==> src/hw/rtl/rrts_pkg.sv <==
package rrts_pkg;

    // request codes carried on the input tuser
    typedef enum logic [2:0] {
        REQ_ENQ   = 3'd0,
        REQ_YIELD = 3'd1,
        REQ_BLOCK = 3'd2,
        REQ_EXIT  = 3'd3,
        REQ_QUERY = 3'd4
    } req_t;

    // per-thread state codes
    typedef enum logic [1:0] {
        TS_READY   = 2'd0,
        TS_RUNNING = 2'd1,
        TS_BLOCKED = 2'd2,
        TS_DEAD    = 2'd3
    } tstate_t;

    // result status codes
    typedef enum logic [1:0] {
        ST_OK   = 2'd0,
        ST_DEAD = 2'd1,
        ST_DUP  = 2'd2
    } status_t;

    localparam int TID_W   = 4;
    localparam int COUNT_W = 5;

endpackage

==> src/hw/rtl/round_robin_thread_scheduler.sv <==
// Channel | Dir | Ports                            | Contents
// s_      | in  | s_tvalid s_tready s_tdata s_tuser | request item: kind, thread number
// m_      | out | m_tvalid m_tready m_tdata          | result item: status and scheduler view
//
// One request at a time: accept (memory reads), execute, then the result is
// loaded into the output register; a request that dispatches a new thread
// also passes the dispatch state, set by the single write port of the
// thread state memory (old and new running thread each need a write).
// Reset: aresetn synchronous, active low; the state table reads as blocked
// through per-entry valid bits, pointers and count clear at once.
// A stalled result holds in the output register; the next result waits for it.
module round_robin_thread_scheduler #(
    parameter int NUM_THREADS = 16
) (
    input  logic        aclk,
    input  logic        aresetn,
    input  logic        s_tvalid,
    output logic        s_tready,
    input  logic [7:0]  s_tdata,   // [3:0] thread_id, [7:4] zero
    input  logic [2:0]  s_tuser,   // [2:0] req_type
    output logic        m_tvalid,
    input  logic        m_tready,
    output logic [15:0] m_tdata    // [1:0] status, [2] current_valid,
                                   // [6:3] current_thread, [11:7] queue_len,
                                   // [12] sched_empty, [15:13] zero
);

    localparam int IDX_W = $clog2(NUM_THREADS);
    localparam int CNT_W = $clog2(NUM_THREADS + 1);

    typedef enum logic [1:0] {
        S_IDLE,
        S_EXEC,
        S_DISP,
        S_RESP
    } fsm_t;

    // wrap a queue pointer at the queue depth
    function automatic logic [IDX_W-1:0] ptr_inc(input logic [IDX_W-1:0] p);
        logic [IDX_W-1:0] r;
        if (p == IDX_W'(NUM_THREADS - 1)) begin
            r = '0;
        end else begin
            r = p + 1'b1;
        end
        return r;
    endfunction

    fsm_t                          state_reg, state_next;
    rrts_pkg::req_t                req_reg, req_next;
    logic [rrts_pkg::TID_W-1:0]    tid_reg, tid_next;
    rrts_pkg::status_t             status_reg, status_next;
    logic                          run_valid_reg, run_valid_next;
    logic [rrts_pkg::TID_W-1:0]    run_id_reg, run_id_next;
    logic [IDX_W-1:0]              head_reg, head_next;
    logic [IDX_W-1:0]              tail_reg, tail_next;
    logic [CNT_W-1:0]              cnt_reg, cnt_next;
    logic                          m_tvalid_reg, m_tvalid_next;
    logic [15:0]                   m_tdata_reg, m_tdata_next;

    // memories and their read registers
    rrts_pkg::tstate_t             state_mem [NUM_THREADS];
    logic [NUM_THREADS-1:0]        st_vld_reg;
    rrts_pkg::tstate_t             st_rd_reg;
    logic                          st_rd_vld_reg;
    logic [rrts_pkg::TID_W-1:0]    fifo_mem [NUM_THREADS];
    logic [rrts_pkg::TID_W-1:0]    fifo_rd_reg;

    // write ports
    logic                          st_we;
    logic [IDX_W-1:0]              st_waddr;
    rrts_pkg::tstate_t             st_wdata;
    logic                          fifo_we;
    logic [IDX_W-1:0]              fifo_waddr;
    logic [rrts_pkg::TID_W-1:0]    fifo_wdata;

    logic                          accept;
    logic [IDX_W-1:0]              in_idx;
    logic [IDX_W-1:0]              tid_idx;
    logic [IDX_W-1:0]              run_idx;
    rrts_pkg::tstate_t             eff_state;
    logic                          tid_ok;
    logic                          has_q;

    assign s_tready = (state_reg == S_IDLE);
    assign accept   = s_tvalid && s_tready;
    assign m_tvalid = m_tvalid_reg;
    assign m_tdata  = m_tdata_reg;

    assign in_idx    = IDX_W'(s_tdata[rrts_pkg::TID_W-1:0]);
    assign tid_idx   = IDX_W'(tid_reg);
    assign run_idx   = IDX_W'(run_id_reg);
    assign eff_state = st_rd_vld_reg ? st_rd_reg : rrts_pkg::TS_BLOCKED;
    assign tid_ok    = int'(tid_reg) < NUM_THREADS;
    assign has_q     = (cnt_reg != '0);

    // thread state memory: one write, one registered read at accept
    always_ff @(posedge aclk) begin
        if (st_we) begin
            state_mem[st_waddr] <= st_wdata;
        end
        if (accept) begin
            st_rd_reg     <= state_mem[in_idx];
            st_rd_vld_reg <= st_vld_reg[in_idx];
        end
    end

    // entries never written read as blocked
    always_ff @(posedge aclk) begin
        if (!aresetn) begin
            st_vld_reg <= '0;
        end else if (st_we) begin
            st_vld_reg[st_waddr] <= 1'b1;
        end
    end

    // ready queue memory: push at tail, head read at accept
    always_ff @(posedge aclk) begin
        if (fifo_we) begin
            fifo_mem[fifo_waddr] <= fifo_wdata;
        end
        if (accept) begin
            fifo_rd_reg <= fifo_mem[head_reg];
        end
    end

    // request sequencing
    always_comb begin
        state_next     = state_reg;
        req_next       = req_reg;
        tid_next       = tid_reg;
        status_next    = status_reg;
        run_valid_next = run_valid_reg;
        run_id_next    = run_id_reg;
        head_next      = head_reg;
        tail_next      = tail_reg;
        cnt_next       = cnt_reg;
        m_tvalid_next  = m_tvalid_reg && !m_tready;
        m_tdata_next   = m_tdata_reg;
        st_we          = 1'b0;
        st_waddr       = run_idx;
        st_wdata       = rrts_pkg::TS_RUNNING;
        fifo_we        = 1'b0;
        fifo_waddr     = tail_reg;
        fifo_wdata     = run_id_reg;

        unique case (state_reg)
            S_IDLE: begin
                if (s_tvalid) begin
                    req_next   = rrts_pkg::req_t'(s_tuser);
                    tid_next   = s_tdata[rrts_pkg::TID_W-1:0];
                    state_next = S_EXEC;
                end
            end
            S_EXEC: begin
                status_next = rrts_pkg::ST_OK;
                state_next  = S_RESP;
                unique case (req_reg) inside
                    rrts_pkg::REQ_ENQ: begin
                        if (!tid_ok || eff_state == rrts_pkg::TS_DEAD) begin
                            status_next = rrts_pkg::ST_DEAD;
                        end else if ((run_valid_reg && run_id_reg == tid_reg) ||
                                     eff_state == rrts_pkg::TS_READY ||
                                     eff_state == rrts_pkg::TS_RUNNING) begin
                            status_next = rrts_pkg::ST_DUP;
                        end else begin
                            st_we      = 1'b1;
                            st_waddr   = tid_idx;
                            st_wdata   = rrts_pkg::TS_READY;
                            fifo_we    = 1'b1;
                            fifo_wdata = tid_reg;
                            tail_next  = ptr_inc(tail_reg);
                            cnt_next   = CNT_W'(cnt_reg + 1'b1);
                        end
                    end
                    rrts_pkg::REQ_YIELD: begin
                        // empty queue: the running thread keeps running
                        if (has_q) begin
                            head_next      = ptr_inc(head_reg);
                            run_valid_next = 1'b1;
                            run_id_next    = fifo_rd_reg;
                            state_next     = S_DISP;
                            if (run_valid_reg) begin
                                st_we     = 1'b1;
                                st_wdata  = rrts_pkg::TS_READY;
                                fifo_we   = 1'b1;
                                tail_next = ptr_inc(tail_reg);
                            end else begin
                                cnt_next = CNT_W'(cnt_reg - 1'b1);
                            end
                        end
                    end
                    rrts_pkg::REQ_BLOCK, rrts_pkg::REQ_EXIT: begin
                        if (run_valid_reg) begin
                            st_we    = 1'b1;
                            st_wdata = (req_reg == rrts_pkg::REQ_BLOCK) ?
                                       rrts_pkg::TS_BLOCKED : rrts_pkg::TS_DEAD;
                            if (has_q) begin
                                head_next   = ptr_inc(head_reg);
                                cnt_next    = CNT_W'(cnt_reg - 1'b1);
                                run_id_next = fifo_rd_reg;
                                state_next  = S_DISP;
                            end else begin
                                run_valid_next = 1'b0;
                                run_id_next    = '0;
                            end
                        end
                    end
                    default: begin
                        // query and unused codes change nothing
                    end
                endcase
            end
            S_DISP: begin
                // mark the dispatched thread running
                st_we      = 1'b1;
                state_next = S_RESP;
            end
            S_RESP: begin
                if (!m_tvalid_reg || m_tready) begin
                    m_tvalid_next = 1'b1;
                    m_tdata_next  = {3'b000,
                                     !run_valid_reg && !has_q,
                                     rrts_pkg::COUNT_W'(cnt_reg),
                                     run_valid_reg ? run_id_reg : 4'd0,
                                     run_valid_reg,
                                     status_reg};
                    state_next    = S_IDLE;
                end
            end
            default: begin
                state_next = S_IDLE;
            end
        endcase
    end

    // state and registered outputs
    always_ff @(posedge aclk) begin
        if (!aresetn) begin
            state_reg     <= S_IDLE;
            run_valid_reg <= 1'b0;
            run_id_reg    <= '0;
            head_reg      <= '0;
            tail_reg      <= '0;
            cnt_reg       <= '0;
            m_tvalid_reg  <= 1'b0;
        end else begin
            state_reg     <= state_next;
            run_valid_reg <= run_valid_next;
            run_id_reg    <= run_id_next;
            head_reg      <= head_next;
            tail_reg      <= tail_next;
            cnt_reg       <= cnt_next;
            m_tvalid_reg  <= m_tvalid_next;
        end
        req_reg     <= req_next;
        tid_reg     <= tid_next;
        status_reg  <= status_next;
        m_tdata_reg <= m_tdata_next;
    end

`ifndef SYNTHESIS
    // queue never holds more entries than threads
    a_cnt_range: assert property (@(posedge aclk) disable iff (!aresetn)
        int'(cnt_reg) <= NUM_THREADS)
        else $error("ready queue count out of range");

    // no running thread means the reported number is zero
    a_idle_id: assert property (@(posedge aclk) disable iff (!aresetn)
        !run_valid_reg |-> run_id_reg == '0)
        else $error("stale running thread number");

    // memory writes never overlap an accept-cycle read
    a_interlock: assert property (@(posedge aclk) disable iff (!aresetn)
        (st_we || fifo_we) |-> state_reg != S_IDLE)
        else $error("memory write during accept");

    // a successful enqueue grows the queue by one
    a_enq_cnt: assert property (@(posedge aclk) disable iff (!aresetn)
        (state_reg == S_EXEC && req_reg == rrts_pkg::REQ_ENQ &&
         status_next == rrts_pkg::ST_OK)
        |=> int'(cnt_reg) == int'($past(cnt_reg)) + 1)
        else $error("enqueue did not grow the queue");
`endif

endmodule

==> config.mk <==
export PLATFORM = sky130hd
export DESIGN_NAME = round_robin_thread_scheduler
export DESIGN_NICKNAME = d
export VERILOG_FILES = /design/src/hw/rtl/rrts_pkg.sv /design/src/hw/rtl/round_robin_thread_scheduler.sv
export SDC_FILE = /design/constraint.sdc
export NUM_CORES = 1
export LEC_CHECK = 0
export BUFFER_PORTS_ARGS = -buffer_cell sky130_fd_sc_hd__buf_2
export CAP_MARGIN = 30
export CORE_MARGIN = 1
export CORE_UTILIZATION = 42
export DETAILED_ROUTE_END_ITERATION = 10
export GPL_TIMING_DRIVEN = 0
export HOLD_SLACK_MARGIN = 0.15
export MAX_ROUTING_LAYER = met4
export SYNTH_ARGS = -nofsm -noshare
export SYNTH_HDL_FRONTEND = slang
export SYNTH_SLANG_ARGS = --single-unit
==> constraint.sdc <==
create_clock -name aclk -period 2.1 [get_ports aclk]
set_input_delay 0.21 -clock aclk [delete_from_list [all_inputs] [get_ports aclk]]
set_output_delay 0.21 -clock aclk [all_outputs]
set_load 0.005 [all_outputs]
==> out/results.ini <==
[status]
status = complete, but fails checks
violations = negative setup slack

[synth]
synth_warnings = 0
avgSynthCellArea_sq_um = 14.0
synth-main-ff-cell = edfxtp_1
synth_cells = 518
netlist-cell-type-count = 55
postSynth.asyncResetShare_pct = 0
ys_seq_area_share_pct = 62.0
synth_edf_count = 125
syn_area_sq_mm = 0.00725
yosys_register_bits = 162

[finish]
final_common_cell = edfxtp_1
drive_gt1_share_pct = 34.6
n_fill_cell = 1357
multi_input_area_sq_mm = 0.00300
diodes = 0
regArea_sq_mm = 0.00450
syn_to_final_growth_pct = 25.0
nNetsFinal = 635
largest_reg_flops = 64
fin_cells = 839
layout_common_cells = edfxtp_1, buf_4, dfxtp_1

[clock_network]
htreeDepth = 4
cts_tree = yes
clock_insertion_delay_worst_skew_ns = 0.43
cts_buffer_depth = 2
cts.sink_count = 162
cts_buffers = 17
clk_pin_slew_ns = 0.06
ctsRootBufferMaster = clkbuf_16

[power_and_ir_drop]
p_seq_share_pct = 45.8
net-switching-power_mw = 2.27
p_leak_nw = 2.97
max-vdd-ir-drop_uv = 523
swShare_pct = 27.4
powerDensity_mw_per_mm2 = 914
clockPowerShare_pct = 36.2
p_int_mw = 6.02
pwr-share-comb_pct = 18.0

[die]
dieHeight_um = 133
start_util_pct = 43.4
io_pins = 33
rows = 47
die_w_um = 133
core-area_sq_mm = 0.0167
die_area_sq_mm = 0.0178

[run]
cap_violations = 0

[detailed_routing]
ant_nets = 0
drt_iter0_drc = 295
via_per_inst = 5.61
firstDrtPassIters = 5
vias = 4707
routedWlPerCell_um = 19.7
drc = 0
routed_wl_mm = 16.5

[sta]
worstMarginPinSlew_ns = 0.817
rsz0062_at_grt = true
worst_slack_ns = -0.0995
final.period_utilization_pct = 105
fin_tns_setup_ns = -1.48
setup_viol_count_final = 45
period_minus_slack_ns = 2.20
hold_viol = 0
fin_skew_ns = 0.0109
fmax_ghz = 0.455
slew_violations = 0
slew_headroom_pct = 45.5

[setup_path]
cp_cell_sequence = xnor2_2, and2_4, buf_6, a2111oi_4, nor2_4, buf_12, a21oi_4
startpoint = tid_idx[2]
crit_required_ns = 2.22
critical_path_peak_fanout = 7
slowest_delay_ns = 0.45
critPathKind = reg2reg
cp_slowest_cell = edfxtp_1
worstSetupStartpointType = flop
reg2reg_depth = 7
reg2reg_slack_ns = -0.1
crit-reg2reg-launch = tid_idx[2]
rr_endpoint = state_mem[1][1]
worstPathArrival_ns = 2.32
endpoint_kind = flop

[min_path]
min-delay-start = s_tvalid
whs_path_depth = 4
hold_class = in2reg
holdPathEnd = state_reg[1]

[global_route]
antenna_found_initial = 0
grt_pass1_vias = 4647
track_usage_pct = 20.0
grt_start_max_net_pins = 17
grt_pass1_wl_mm = 25.7
overflow = 0

[placement]
place.gp.congestion = 0.880
dp_hpwl_mm = 10.7
portBuffers = 25
placed_cells = 767

[per-stage QoR]
stage | cell area [sq um] | hold WS, ns | util [%] | worst slack (ns) | total power, mW
global placement | 7670 | 0.390 | 45.9 | -0.744 | 4.94
global route | 9070 | 0.338 | 54.3 | -0.162 | 8.57
floorplan | 7270 | 0.309 | - | -0.0756 | 4.62
finish | 9070 | 0.275 | 54.3 | -0.0995 | 8.29
detailed placement | 7680 | 0.392 | 46.0 | -0.849 | 4.97
CTS | 8840 | 0.266 | 52.9 | -0.0905 | 8.21
[power by group through the flow]
stage	sequential [mW]	clock [mW]	combinational [mW]
floorplan	3.82	0	0.801
global placement	3.85	0	1.09
detailed placement	3.85	0	1.12
CTS	3.78	3.04	1.39
global route	3.82	3.14	1.61
finish	3.80	3.00	1.49
[synthesized netlist by cell type, types with 9 or more instances]
cell,instances,area [sq um]
edfxtp_1,125,3750
nor2_1,41,154
dfxtp_1,37,741
nand2_1,35,131
mux4_2,31,698
a21oi_1,24,120
nand3_1,16,80.1
o21a_1,16,120
clkbuf_1,14,52.6
ha_1,12,150
inv_1,12,45.0
nor2b_1,12,75.1
o21ai_0,10,50.1
nor3_1,9,45.0
xnor2_1,9,78.8
[critical path, delay by kind of cell, from the launching register on]
| kind | cells | cell delay, ns |
|---|---|---|
| XOR/XNOR | 1 | 0.18 |
| flip-flops | 1 | 0.45 |
| AO/OA/AOI/OAI | 2 | 0.63 |
| buffers and inverters | 2 | 0.31 |
| AND/OR/NAND/NOR | 2 | 0.31 |
[kinds of logic (layout without fill, tap and decap cells)]
family,count (synthesis),in the layout,synth area share [%]
multiplexers,39,39,10.7
other,1,3,0.0517
flip-flops,162,162,62.0
buffers and inverters,43,141,3.05
AO/OA/AOI/OAI,92,92,9.21
XOR/XNOR,11,11,1.33
AND/OR/NAND/NOR,157,158,11.3
adder cells (fa/ha/maj),13,13,2.35
[metal layers]
| layer | share of wire, % | GRT usage, % | up-vias |
|---|---|---|---|
| met1 | 44 | 25.3 | 2380 |
| met4 | 2.4 | 8.71 | 0 |
| met2 | 48 | 31.1 | 152 |
| met5 | 0 | - | - |
| met3 | 4.9 | 4.19 | 32 |
| li1 | - | - | 2143 |
[how the worst max path moves through the flow]
stage               cells past startpoint         endpoint  slack (ns)
CTS                                     8  state_mem[1][0]       -0.09
global placement                        9   fifo_mem[1][2]       -0.74
global route                            7  state_mem[4][1]       -0.16
detailed placement                      9   fifo_mem[1][2]       -0.85
floorplan                               9   fifo_mem[0][0]       -0.08
finish                                  7  state_mem[1][1]        -0.1
[cell type report]
class                   count  area share [%]
plain buffers              28            2.08
well taps                 220            3.03
flip-flops and latches    162            49.6
inverters                  13           0.538
repair buffers             69            5.50
clock buffers              19            4.77
clock inverters            12            1.48
multi-input cells         316            33.0
[repair_timing]
item / 4_1_cts / 5_1_grt
setup buffers: 16 / 16
endpoints found under the hold margin: 10 / 0
resized for setup: 89 / 29
pin swaps: 23 / 23
hold buffers: 9 / 0
cloned: 2 / 0
endpoints found under the setup margin: 205 / 132
No activity file was read; power rests on OpenSTA's default activity.
